`config.mk`:
```
export PLATFORM = sky130hd
export DESIGN_NAME = calendar_tick_alarm_calculator
export DESIGN_NICKNAME = d
export VERILOG_FILES = /design/src/hw/rtl/ctac_pkg.sv /design/src/hw/rtl/ctac_ctrl.sv /design/src/hw/rtl/ctac_dp.sv /design/src/hw/rtl/calendar_tick_alarm_calculator.sv
export SDC_FILE = /design/constraint.sdc
export NUM_CORES = 1
export LEC_CHECK = 0
export BUFFER_PORTS_ARGS = -buffer_cell sky130_fd_sc_hd__buf_2
export CORE_UTILIZATION = 50
export DETAILED_ROUTE_END_ITERATION = 12
export PLACE_DENSITY = 0.67
export SYNTH_ARGS = -nofsm -noshare
export SYNTH_HDL_FRONTEND = slang
export SYNTH_SLANG_ARGS = --single-unit
```
`constraint.sdc`:
```
create_clock -name clk_i -period 12.6 [get_ports clk_i]
set_input_delay 0 -clock clk_i [delete_from_list [all_inputs] [get_ports clk_i]]
set_output_delay 0 -clock clk_i [all_outputs]
set_load 0.005 [all_outputs]
```
`src/hw/rtl/ctac_pkg.sv`:
```
// Shared constants, types and calendar functions of the tick and alarm calculator.
`default_nettype none
package ctac_pkg;

  localparam int unsigned SsBits   = 10;
  localparam logic [SsBits-1:0] SsMax = {SsBits{1'b1}};
  localparam int unsigned SecsW    = 32 - SsBits;
  localparam logic [16:0] SecPerDay  = 17'd86400;
  localparam logic [11:0] SecPerHour = 12'd3600;
  localparam logic [5:0]  SecPerMin  = 6'd60;
  localparam logic [31:0] CorrNorm   = 32'h0099AAA0;
  localparam logic [31:0] CorrLeap   = 32'h00445550;

  // Reciprocal estimates; each undershoots by at most one.
  localparam logic [9:0] RecipDay  = 10'd776;  // 2^19 / 675
  localparam logic [8:0] RecipHour = 9'd291;   // 2^16 / 225
  localparam logic [8:0] RecipMin  = 9'd273;   // 2^12 / 15

  localparam int unsigned StepW    = 4;
  localparam logic [StepW-1:0] LastStep = 4'd13;

  localparam logic [1:0] OpCapture = 2'd0;
  localparam logic [1:0] OpAlarm   = 2'd1;
  localparam logic [1:0] OpElapsed = 2'd2;

  typedef struct packed {
    logic load;
    logic write;
  } ctac_cmd_t;

  // Saturate month number to table index 0..11.
  function automatic logic [3:0] month_index(input logic [3:0] month);
    logic [3:0] idx;
    if (month == 4'd0) idx = 4'd0;
    else if (month > 4'd12) idx = 4'd11;
    else idx = month - 4'd1;
    return idx;
  endfunction

  // Days before the first of the month within the year.
  function automatic logic [8:0] month_offset(input logic [3:0] mi, input logic leap);
    logic [31:0] corr;
    logic [31:0] base;
    logic [1:0]  fix;
    corr = leap ? CorrLeap : CorrNorm;
    base = (32'(mi) * 32'd61 + 32'd1) >> 1;
    fix  = 2'(corr >> (32'(mi) << 1));
    return 9'(base - 32'(fix));
  endfunction

  function automatic logic [4:0] month_len(input logic [3:0] mi, input logic leap);
    logic [4:0] len;
    case (mi)
      4'd1:                      len = leap ? 5'd29 : 5'd28;
      4'd3, 4'd5, 4'd8, 4'd10:   len = 5'd30;
      default:                   len = 5'd31;
    endcase
    return len;
  endfunction

endpackage
`default_nettype wire

```
`src/hw/rtl/ctac_ctrl.sv`:
```
// Controller: accepts a word, counts datapath steps, owns the result valid flag.
`default_nettype none
module ctac_ctrl (
  input  wire logic               clk_i,
  input  wire logic               rst_ni,
  input  wire logic               in_valid_i,
  output logic                    in_ready_o,
  output logic                    out_valid_o,
  input  wire logic               out_ready_i,
  output ctac_pkg::ctac_cmd_t     cmd_o
);
  import ctac_pkg::*;

  localparam logic StIdle = 1'b0;
  localparam logic StBusy = 1'b1;

  logic             state_q, state_d;
  logic [StepW-1:0] step_q, step_d;
  logic             out_valid_q, out_valid_d;

  // Decode commands
  always_comb begin
    cmd_o.load  = (state_q == StIdle) && in_valid_i;
    cmd_o.write = (state_q == StBusy) && (step_q == LastStep) &&
                  (!out_valid_q || out_ready_i);
  end

  // Advance state and step count
  always_comb begin
    state_d     = state_q;
    step_d      = step_q;
    out_valid_d = out_valid_q;
    if (out_valid_q && out_ready_i) out_valid_d = 1'b0;
    case (state_q)
      StIdle: begin
        if (in_valid_i) begin
          state_d = StBusy;
          step_d  = '0;
        end
      end
      StBusy: begin
        if (step_q != LastStep) begin
          step_d = step_q + StepW'(1);
        end else if (cmd_o.write) begin
          state_d     = StIdle;
          out_valid_d = 1'b1;
        end
      end
      default: state_d = StIdle;
    endcase
  end

  always_ff @(posedge clk_i or negedge rst_ni) begin
    if (!rst_ni) begin
      state_q     <= StIdle;
      step_q      <= '0;
      out_valid_q <= 1'b0;
    end else begin
      state_q     <= state_d;
      step_q      <= step_d;
      out_valid_q <= out_valid_d;
    end
  end

  assign in_ready_o  = (state_q == StIdle);
  assign out_valid_o = out_valid_q;

  a_write_at_end: assert property (@(posedge clk_i) disable iff (!rst_ni)
    cmd_o.write |-> (state_q == StBusy) && (step_q == LastStep))
    else $error("write outside last step");
  a_load_starts: assert property (@(posedge clk_i) disable iff (!rst_ni)
    cmd_o.load |=> (state_q == StBusy) && (step_q == '0))
    else $error("load did not start a run");
  a_valid_from_write: assert property (@(posedge clk_i) disable iff (!rst_ni)
    $rose(out_valid_q) |-> $past(cmd_o.write))
    else $error("result valid without write");
  a_no_overwrite: assert property (@(posedge clk_i) disable iff (!rst_ni)
    cmd_o.write |-> (!out_valid_q || out_ready_i))
    else $error("pending result overwritten");

endmodule
`default_nettype wire

```
`src/hw/rtl/ctac_dp.sv`:
```
// Datapath: tick count, elapsed ticks, alarm time split and carry chain, reference store.
`default_nettype none
module ctac_dp (
  input  wire logic                clk_i,
  input  wire logic                rst_ni,
  input  wire ctac_pkg::ctac_cmd_t cmd_i,
  input  wire logic [1:0]          operation_i,
  input  wire logic [6:0]          year_i,
  input  wire logic [3:0]          month_i,
  input  wire logic [4:0]          day_i,
  input  wire logic [4:0]          hours_i,
  input  wire logic [5:0]          minutes_i,
  input  wire logic [5:0]          seconds_i,
  input  wire logic [9:0]          subseconds_i,
  input  wire logic [31:0]         timeout_ticks_i,
  output logic [31:0]              tick_value_o,
  output logic [4:0]               alarm_day_o,
  output logic [4:0]               alarm_hours_o,
  output logic [5:0]               alarm_minutes_o,
  output logic [5:0]               alarm_seconds_o,
  output logic [9:0]               alarm_subseconds_o
);
  import ctac_pkg::*;

  // Latched word
  logic [1:0]  op_q;
  logic [6:0]  year_q;
  logic [3:0]  month_q;
  logic [4:0]  day_q, hours_q;
  logic [5:0]  min_q, sec_q;
  logic [9:0]  ss_q;
  logic [31:0] tmo_q;

  // Reference
  logic [31:0] ref_ticks_q;
  logic [6:0]  ref_year_q;
  logic [3:0]  ref_month_q;
  logic [4:0]  ref_day_q, ref_hours_q;
  logic [5:0]  ref_min_q, ref_sec_q;
  logic [9:0]  ref_ss_q;

  // Tick path
  logic [31:0] days_q, t_q, tick_q, diff_q;
  logic [16:0] sod_q;

  // Alarm path
  logic [SecsW-1:0] secs;
  logic [5:0]  q1e_q, q1_q;
  logic [22:0] p1_q;
  logic [16:0] r1_q;
  logic [4:0]  q2e_q, q2_q;
  logic [16:0] p2_q;
  logic [11:0] r2_q;
  logic [5:0]  q3e_q, q3_q;
  logic [11:0] p3_q;
  logic [5:0]  r3_q;
  logic        ssc_q;
  logic [SsBits-1:0] ass_q;
  logic [5:0]  as_q, am_q;
  logic [1:0]  cs_q, cm_q, ch_q;
  logic [4:0]  ah_q, ad_q;

  // Combinational helpers
  logic [31:0] yr_days, t_d;
  logic [3:0]  mi, ref_mi;
  logic [24:0] n1m;
  logic [21:0] r1raw;
  logic [21:0] n2m;
  logic [12:0] r2raw;
  logic [18:0] n3m;
  logic [6:0]  r3raw;
  logic [SsBits:0] ss_sum;
  logic [6:0]  as_raw, am_raw, ad_raw;
  logic [5:0]  ah_raw;
  logic [4:0]  mlen;
  logic [5:0]  mlen2;
  logic [49:0] t_prod;

  assign secs    = tmo_q[31:SsBits];
  assign mi      = month_index(month_q);
  assign ref_mi  = month_index(ref_month_q);
  assign yr_days = (32'(year_q) * 32'd1461 + 32'd3) >> 2;
  assign t_prod  = days_q * SecPerDay;
  assign t_d     = t_prod[31:0] + 32'(sod_q);
  assign n1m     = 25'(secs >> 7) * 25'(RecipDay);
  assign r1raw   = 22'(secs) - 22'(p1_q);
  assign n2m     = 22'(r1_q >> 4) * 22'(RecipHour);
  assign r2raw   = 13'(r1_q - p2_q);
  assign n3m     = 19'(r2_q >> 2) * 19'(RecipMin);
  assign r3raw   = 7'(r2_q - p3_q);
  assign ss_sum  = (SsBits+1)'(SsMax - ref_ss_q[SsBits-1:0]) + (SsBits+1)'(tmo_q[SsBits-1:0]);
  assign as_raw  = 7'(ref_sec_q) + 7'(r3_q) + 7'(ssc_q);
  assign am_raw  = 7'(ref_min_q) + 7'(q3_q) + 7'(cs_q);
  assign ah_raw  = 6'(ref_hours_q) + 6'(q2_q) + 6'(cm_q);
  assign ad_raw  = 7'(ref_day_q) + 7'(q1_q) + 7'(ch_q);
  assign mlen    = month_len(ref_mi, ref_year_q[1:0] == 2'd0);
  assign mlen2   = {mlen, 1'b0};

  // Latch the accepted word
  always_ff @(posedge clk_i) begin
    if (cmd_i.load) begin
      op_q    <= operation_i;
      year_q  <= year_i;
      month_q <= month_i;
      day_q   <= day_i;
      hours_q <= hours_i;
      min_q   <= minutes_i;
      sec_q   <= seconds_i;
      ss_q    <= subseconds_i;
      tmo_q   <= timeout_ticks_i;
    end
  end

  // Run the step chain; values settle before the last step
  always_ff @(posedge clk_i) begin
    // tick count
    days_q <= yr_days + 32'(month_offset(mi, year_q[1:0] == 2'd0)) + 32'(day_q) - 32'd1;
    sod_q  <= 17'(sec_q) + 17'(min_q) * 17'(SecPerMin) + 17'(hours_q) * 17'(SecPerHour);
    t_q    <= t_d;
    tick_q <= (t_q << SsBits) + 32'(SsMax - ss_q[SsBits-1:0]);
    diff_q <= tick_q - ref_ticks_q;
    // days, then hours, then minutes of the timeout
    q1e_q <= 6'(n1m >> 19);
    p1_q  <= 23'(q1e_q) * 23'(SecPerDay);
    if (r1raw >= 22'(SecPerDay)) begin
      r1_q <= 17'(r1raw - 22'(SecPerDay));
      q1_q <= q1e_q + 6'd1;
    end else begin
      r1_q <= 17'(r1raw);
      q1_q <= q1e_q;
    end
    q2e_q <= 5'(n2m >> 16);
    p2_q  <= 17'(q2e_q) * 17'(SecPerHour);
    if (r2raw >= 13'(SecPerHour)) begin
      r2_q <= 12'(r2raw - 13'(SecPerHour));
      q2_q <= q2e_q + 5'd1;
    end else begin
      r2_q <= 12'(r2raw);
      q2_q <= q2e_q;
    end
    q3e_q <= 6'(n3m >> 12);
    p3_q  <= 12'(q3e_q) * 12'(SecPerMin);
    if (r3raw >= 7'(SecPerMin)) begin
      r3_q <= 6'(r3raw - 7'(SecPerMin));
      q3_q <= q3e_q + 6'd1;
    end else begin
      r3_q <= 6'(r3raw);
      q3_q <= q3e_q;
    end
    // subsecond carry
    ssc_q <= ss_sum[SsBits];
    ass_q <= ss_sum[SsBits-1:0];
    // seconds, minutes, hours carry
    if (as_raw >= 7'd120) begin
      as_q <= 6'(as_raw - 7'd120); cs_q <= 2'd2;
    end else if (as_raw >= 7'd60) begin
      as_q <= 6'(as_raw - 7'd60);  cs_q <= 2'd1;
    end else begin
      as_q <= 6'(as_raw);          cs_q <= 2'd0;
    end
    if (am_raw >= 7'd120) begin
      am_q <= 6'(am_raw - 7'd120); cm_q <= 2'd2;
    end else if (am_raw >= 7'd60) begin
      am_q <= 6'(am_raw - 7'd60);  cm_q <= 2'd1;
    end else begin
      am_q <= 6'(am_raw);          cm_q <= 2'd0;
    end
    if (ah_raw >= 6'd48) begin
      ah_q <= 5'(ah_raw - 6'd48); ch_q <= 2'd2;
    end else if (ah_raw >= 6'd24) begin
      ah_q <= 5'(ah_raw - 6'd24); ch_q <= 2'd1;
    end else begin
      ah_q <= 5'(ah_raw);         ch_q <= 2'd0;
    end
    // month wrap, may give day zero
    if (ad_raw > 7'(mlen)) begin
      if (ad_raw >= 7'(mlen2)) ad_q <= 5'(ad_raw - 7'(mlen2));
      else                     ad_q <= 5'(ad_raw - 7'(mlen));
    end else begin
      ad_q <= 5'(ad_raw);
    end
  end

  // Hold the reference; capture on a finished capture word
  always_ff @(posedge clk_i or negedge rst_ni) begin
    if (!rst_ni) begin
      ref_ticks_q <= '0;
      ref_year_q  <= '0;
      ref_month_q <= 4'd1;
      ref_day_q   <= 5'd1;
      ref_hours_q <= '0;
      ref_min_q   <= '0;
      ref_sec_q   <= '0;
      ref_ss_q    <= '1;
    end else if (cmd_i.write && (op_q == OpCapture)) begin
      ref_ticks_q <= tick_q;
      ref_year_q  <= year_q;
      ref_month_q <= month_q;
      ref_day_q   <= day_q;
      ref_hours_q <= hours_q;
      ref_min_q   <= min_q;
      ref_sec_q   <= sec_q;
      ref_ss_q    <= ss_q;
    end
  end

  // Load the result register
  always_ff @(posedge clk_i) begin
    if (cmd_i.write) begin
      case (op_q)
        OpCapture: begin
          tick_value_o       <= tick_q;
          alarm_day_o        <= '0;
          alarm_hours_o      <= '0;
          alarm_minutes_o    <= '0;
          alarm_seconds_o    <= '0;
          alarm_subseconds_o <= '0;
        end
        OpElapsed: begin
          tick_value_o       <= diff_q;
          alarm_day_o        <= '0;
          alarm_hours_o      <= '0;
          alarm_minutes_o    <= '0;
          alarm_seconds_o    <= '0;
          alarm_subseconds_o <= '0;
        end
        OpAlarm: begin
          tick_value_o       <= '0;
          alarm_day_o        <= ad_q;
          alarm_hours_o      <= ah_q;
          alarm_minutes_o    <= am_q;
          alarm_seconds_o    <= as_q;
          alarm_subseconds_o <= 10'(SsMax - ass_q);
        end
        default: begin
          tick_value_o       <= '0;
          alarm_day_o        <= '0;
          alarm_hours_o      <= '0;
          alarm_minutes_o    <= '0;
          alarm_seconds_o    <= '0;
          alarm_subseconds_o <= '0;
        end
      endcase
    end
  end

endmodule
`default_nettype wire

```
`src/hw/rtl/calendar_tick_alarm_calculator.sv`:
```
// Top level of the calendar tick and alarm calculator.
// Takes one word at a time and returns one result word for each. Between a word's acceptance
// and its result being offered, the alarm time split walks three constant divides
// (day, hour, minute), each as a reciprocal estimate, a product and a one-step
// correction, followed by the second, minute, hour and day carries. A new word is taken
// the cycle after the previous result is loaded, even while that result still waits.
`default_nettype none
module calendar_tick_alarm_calculator (
  input  wire logic        clk_i,
  input  wire logic        rst_ni,
  input  wire logic        in_valid_i,
  output logic             in_ready_o,
  input  wire logic [1:0]  operation_i,
  input  wire logic [6:0]  year_i,
  input  wire logic [3:0]  month_i,
  input  wire logic [4:0]  day_i,
  input  wire logic [4:0]  hours_i,
  input  wire logic [5:0]  minutes_i,
  input  wire logic [5:0]  seconds_i,
  input  wire logic [9:0]  subseconds_i,
  input  wire logic [31:0] timeout_ticks_i,
  output logic             out_valid_o,
  input  wire logic        out_ready_i,
  output logic [31:0]      tick_value_o,
  output logic [4:0]       alarm_day_o,
  output logic [4:0]       alarm_hours_o,
  output logic [5:0]       alarm_minutes_o,
  output logic [5:0]       alarm_seconds_o,
  output logic [9:0]       alarm_subseconds_o
);
  import ctac_pkg::*;

  ctac_cmd_t cmd;

  // Sequence the run
  ctac_ctrl u_ctrl (
    .clk_i       (clk_i),
    .rst_ni      (rst_ni),
    .in_valid_i  (in_valid_i),
    .in_ready_o  (in_ready_o),
    .out_valid_o (out_valid_o),
    .out_ready_i (out_ready_i),
    .cmd_o       (cmd)
  );

  // Compute the result
  ctac_dp u_dp (
    .clk_i              (clk_i),
    .rst_ni             (rst_ni),
    .cmd_i              (cmd),
    .operation_i        (operation_i),
    .year_i             (year_i),
    .month_i            (month_i),
    .day_i              (day_i),
    .hours_i            (hours_i),
    .minutes_i          (minutes_i),
    .seconds_i          (seconds_i),
    .subseconds_i       (subseconds_i),
    .timeout_ticks_i    (timeout_ticks_i),
    .tick_value_o       (tick_value_o),
    .alarm_day_o        (alarm_day_o),
    .alarm_hours_o      (alarm_hours_o),
    .alarm_minutes_o    (alarm_minutes_o),
    .alarm_seconds_o    (alarm_seconds_o),
    .alarm_subseconds_o (alarm_subseconds_o)
  );

endmodule
`default_nettype wire
```
==> flow_metrics.py, run 1 <==
metrics = {
    "status": {
        "outcome": "finished, final reports clean",
    },
    "cts": {
        "clk_latency_ns": 0.60,
        "cts_buffers": 51,
        "clk_pin_slew_worst_paths_ns": 0.06,
        "h-tree-depth": 2,
        "cts_hold_buffers": 81,
        "cts_tree": "done",
        "clockBufferDepth": 3,
        "post_cts_resized": 0,
        "clockRootBuffer": "clkbuf_16",
        "cts_setup_buffers": 0,
        "cts_sinks": 471,
    },
    "global_routing": {
        "grt_overflow": 0,
        "grt_pass1_vias": 20280,
        "grt_max_degree": 95,
        "antenna_found_initial": 1,
        "grt_pass1_wl_um": 94740,
        "grt_usage_pct": 19.38,
    },
    "detailed_routing": {
        "drtPass1Iterations": 5,
        "routed_wl_um": 56070,
        "antenna_left": 0,
        "drt_iter0_drc": 746,
        "routedWlPerCell_um": 14.76,
        "via_count": 19370,
        "vias_per_cell": 5.099,
        "remaining_drc_errors": 0,
    },
    "sta": {
        "tightest_slew_ns": 1.198,
        "setup_viol": 0,
        "finClkSkew_ns": 0.01358,
        "finalHoldViolations": 0,
        "relSlewSlack_pct": 20.14,
        "period_minus_slack_ns": 7.308,
        "max_freq_mhz": 136.8,
        "hold_ws_ns": 0.1095,
        "period_share_pct": 58.00,
        "setup_tns_ns": 0,
        "rsz0062_at_grt": "false",
        "drv_slew": 0,
    },
    "yosys": {
        "synth_top_area_cell": "ha_1",
        "synth_fp_nets": 3399,
        "synth_top_area_share_pct": 20.87,
        "ys_seq_elements": 471,
        "syn_avg_cell_area_um2": 10.73,
        "synthFlopType": "dfxtp_1",
        "ys_seq_area_share_pct": 38.40,
        "yosys-top-cells-count": "488 x ha_1, 404 x inv_1, 254 x dfxtp_1, 179 x xnor2_1, 143 x a21oi_1",
        "synth_cells": 2727,
        "netlist_top_cells_area": "ha_1 21%, dfxtp_1 17%, edfxtp_1 14%, fa_1 7.0%, dfrtp_1 5.5%",
        "yosysMostFrequentCell": "ha_1",
        "synth_cell_types": 76,
        "synth_edf_count": 141,
        "yosysWarnings": 0,
        "async_flop_share_pct": 16.14,
        "netlist_area_um2": 29260,
    },
    "place": {
        "place_congestion": 0.8802,
        "io_buffers": 146,
        "place_hpwl_um": 43080,
    },
    "run": {
        "cap_violations": 0,
    },
    "critical_path": {
        "slowest_stage": "o21ai_0",
        "worst_setup_path_start_kind": "flop",
        "end_kind": "flop",
        "reg2reg_slack_ns": 5.29,
        "criticalPathCategory": "reg -> reg",
        "crit_fanout": 6,
        "critPathRequiredTime_ns": 13.07,
        "arrival_ns": 7.77,
        "cpPeakStageDelay_ns": 0.62,
    },
    "floorplan": {
        "die_w_um": 243.9,
        "rows": 88,
        "fp.coreArea_um2": 57810,
        "die_y_um": 243.9,
        "start_util_pct": 50.62,
        "die_area_um2": 59490,
        "io_pins": 147,
    },
    "cells_and_area": {
        "syn2layout_area_growth_pct": 14.48,
        "drive_gt1_share_pct": 10.60,
        "fin_util_pct": 57.95,
        "nFillCells": 4903,
        "fin_nets": 3657,
    },
    "min_path": {
        "hp-class": "in -> reg",
    },
}
## cell type report
cell class              instances  area [um^2]  share of cell area [%]
clock inverters                18        216.5                  0.6462
diodes                          6        15.01                 0.04482
clock buffers                  78         1553                   4.635
flip-flops and latches        471        11240                   33.54
repair buffers                234         1597                   4.766
inverters                     404         1516                   4.527
well taps                     765        957.2                   2.857
multi-input cells            1823        16410                   48.98
## critical path: cells and delay by family (launching register included)
kind                       cells  cell delay [ns]
AOI/OAI and AO/OA              8             1.71
xor gates and xnor gates       4             0.84
adders and majority gates      6             2.38
buffers and inverters          4             0.47
DFF                            1             0.37
and+or+nand+nor                8             1.43
## final timing paths
| check | from | end | depth (start not counted) |
|---|---|---|---|
| max in group asynchronous | rst_ni | u_dp.ref_year_q[1] | 3 |
| min in group asynchronous | rst_ni | u_dp.ref_sec_q[0] | 3 |
| hold / removal | timeout_ticks_i[21] | u_dp.tmo_q[21] | 2 |
| setup / recovery | u_dp.month_q[0] | u_dp.days_q[14] | 30 |
| hold reg to reg | u_dp.t_q[10] | u_dp.tick_q[20] | 0 |
| setup reg to reg | u_dp.month_q[0] | u_dp.days_q[14] | 30 |
## state kept, by name, summed over array words and instances (netlist names), 17 cells and up
signal and flops:
u_dp.t_q 22, u_dp.tmo_q 32, u_dp.ref_ticks_q 32, u_dp.r1_q 17, u_dp.tick_value_o 32, u_dp.tick_q 32
u_dp.sod_q 17, u_dp.diff_q 32
## layer usage
metal | vias to the layer above | wire length [um] | GRT usage [%]
met5 | - | 0 | 0
met4 | 0 | 1357 | 5.754
met3 | 83 | 2158 | 2.776
met2 | 343 | 26620 | 33.92
met1 | 9129 | 25930 | 24.66
li1 | 9815 | - | -
## cell families (layout without fill, tap and decap cells)
kind of cell,Yosys count,count (layout),synth area share (%)
flops,471,471,38.40
mux,91,91,3.348
simple gates,417,417,6.906
xor+xnor,261,261,7.812
compound gates,463,463,9.997
buf+inv,433,734,5.623
fa+ha+maj,591,591,27.91
other cells,0,6,0
## metrics by stage
stage | setup slack (ns) | cell area (um^2) | std cells
after floorplan | 6.111 | 29260 | 2727
after global placement | 5.477 | 30900 | 3616
after detailed placement | 5.306 | 30900 | 3616
after CTS | 5.274 | 33480 | 3793
after global routing | 4.505 | 33490 | 3794
final | 5.292 | 33500 | 3799
## layout by cell type (no fill, tap or decap), types with 72 or more instances in the layout
cell type,count
ha_1,488
inv_1,404
dfxtp_1,254
xnor2_1,179
buf_2,145
a21oi_1,142
edfxtp_1,141
nor2_1,116
nand2_1,114
o21ai_0,105
fa_1,103
xor2_1,82
dlygate4sd3_1,81
a21o_1,72
Power of run 1 is left out: the tool's default activity adds up to more than one toggle a clock period on the data nets, which glitch-free logic cannot reach.
==> run 2, diff against run 1 <==
Settings changed: PLACE_DENSITY 0.67 to 0.7.
Clock period 12.6 ns to 6.1 ns, I/O delays scaled along.
==> flow_metrics.py, run 2 (synthesized netlist as in run 1, its figures left out) <==
metrics = {
    "status": {
        "outcome": "finished, final reports clean",
    },
    "sta": {
        "period_share_pct": 99.29,
        "relSlewSlack_pct": 26.88,
        "rsz0062_at_grt": "true",
        "tightest_slew_ns": 1.097,
        "period_minus_slack_ns": 6.057,
        "drv_slew": 0,
        "max_freq_mhz": 165.1,
        "finClkSkew_ns": 0.03586,
        "finalHoldViolations": 0,
        "setup_viol": 0,
    },
    "critical_path": {
        "slowest_stage": "fa_1",
        "cp-startpoint": "u_dp.month_q[1]",
        "criticalPathCategory": "reg -> reg",
        "worst_setup_path_start_kind": "flop",
        "crit_fanout": 4,
        "end_kind": "flop",
        "arrival_ns": 6.56,
        "critPathRequiredTime_ns": 6.60,
        "cpPeakStageDelay_ns": 0.53,
        "r2r-start": "u_dp.month_q[1]",
    },
    "floorplan": {
        "rows": 88,
        "die_w_um": 243.9,
        "io_pins": 147,
        "start_util_pct": 50.62,
        "die_y_um": 243.9,
        "die_area_um2": 59490,
        "fp.coreArea_um2": 57810,
    },
    "cts": {
        "clockBufferDepth": 3,
        "clk_latency_ns": 0.60,
        "clk_pin_slew_worst_paths_ns": 0.06,
        "h-tree-depth": 2,
        "cts_buffers": 50,
        "cts_tree": "done",
        "clockRootBuffer": "clkbuf_16",
        "cts_sinks": 471,
    },
    "global_routing": {
        "grt_pass1_wl_um": 95900,
        "grt_overflow": 0,
        "antenna_found_initial": 1,
        "grt_usage_pct": 19.54,
        "grt_max_degree": 77,
        "grt_pass1_vias": 20601,
    },
    "min_path": {
        "hp-class": "in -> reg",
        "worstHoldStart": "timeout_ticks_i[17]",
    },
    "cells_and_area": {
        "fin_util_pct": 59.05,
        "layout_commonest_cell": "ha_1",
        "drive_gt1_share_pct": 13.34,
        "final_cell_mix": "479 x ha_1, 399 x inv_1, 254 x dfxtp_1",
        "syn2layout_area_growth_pct": 16.65,
        "fin_nets": 3697,
    },
    "detailed_routing": {
        "remaining_drc_errors": 0,
        "routed_wl_um": 56720,
        "routedWlPerCell_um": 14.79,
        "drt_iter0_drc": 738,
        "antenna_left": 0,
        "vias_per_cell": 5.086,
        "via_count": 19510,
        "drtPass1Iterations": 5,
    },
    "place": {
        "place_hpwl_um": 43460,
        "io_buffers": 146,
        "place_congestion": 0.8714,
    },
    "run": {
        "cap_violations": 0,
    },
}
run 2: cell type report:
cell class / count / area [um^2]
inverter: 404 / 1516
multi-input combinational: 1823 / 16710
sequential: 471 / 11240
clock buffer: 72 / 1479
timing repair buffer: 275 / 1913
fill: 4751 / 23670
tap: 765 / 957.2
clock inverter: 22 / 311.5
antenna: 4 / 10.01
run 2: critical path: cells and delay by family (launching register included):
kind / cells / cell delay (ns)
adders and majority gates: 6 / 1.96
DFF: 1 / 0.41
AOI/OAI and AO/OA: 8 / 1.49
and+or+nand+nor: 6 / 1.06
xor gates and xnor gates: 3 / 0.53
buffers and inverters: 5 / 0.53
run 2: through the flow:
stage / setup TNS [ns] / instances / instance area (um^2) / setup slack (ns) / hold slack (ns)
2_1_floorplan: 0 / 2727 / 29280 / 0.08150 / -0.2956
5_1_grt: -0.6594 / 3832 / 34120 / -0.2745 / 0.1006
3_3_place_gp: 0 / 3651 / 31180 / 0.01927 / 0.1762
6_report: 0 / 3836 / 34130 / 0.04338 / 0.1142
3_5_place_dp: -0.1012 / 3651 / 31180 / -0.05862 / 0.1781
4_1_cts: 0 / 3825 / 33810 / 0.0003957 / 0.07371
run 2: routing by layer:
metal / vias to the layer above / routed length (um) / GRT usage (%)
li1: 9885 / - / -
met1: 9190 / 25550 / 24.46
met2: 342 / 27470 / 34.51
met3: 93 / 2429 / 3.062
met4: 0 / 1282 / 5.717
met5: - / 0 / 0
run 2: final timing paths:
check / to / slack (ns) / cells past startpoint
max: u_dp.days_q[14] / 0.04 / 28
max in group asynchronous: u_dp.ref_year_q[0] / 5.20 / 2
max reg2reg: u_dp.days_q[14] / 0.04 / 28
min: u_dp.tmo_q[17] / 0.11 / 2
min reg2reg: u_dp.tick_q[22] / 0.32 / 0
min in group asynchronous: u_ctrl.state_q / 0.15 / 2
run 2: repair_timing:
item                                    4_1_cts  5_1_grt
endpoints found under the setup margin        3        5
hold buffers                                 80        0
buffers inserted                              0        8
endpoints found under the hold margin       146        0
pin swaps                                     3       29
resized for setup                             8       50
Power of run 2 is left out for the same reason.
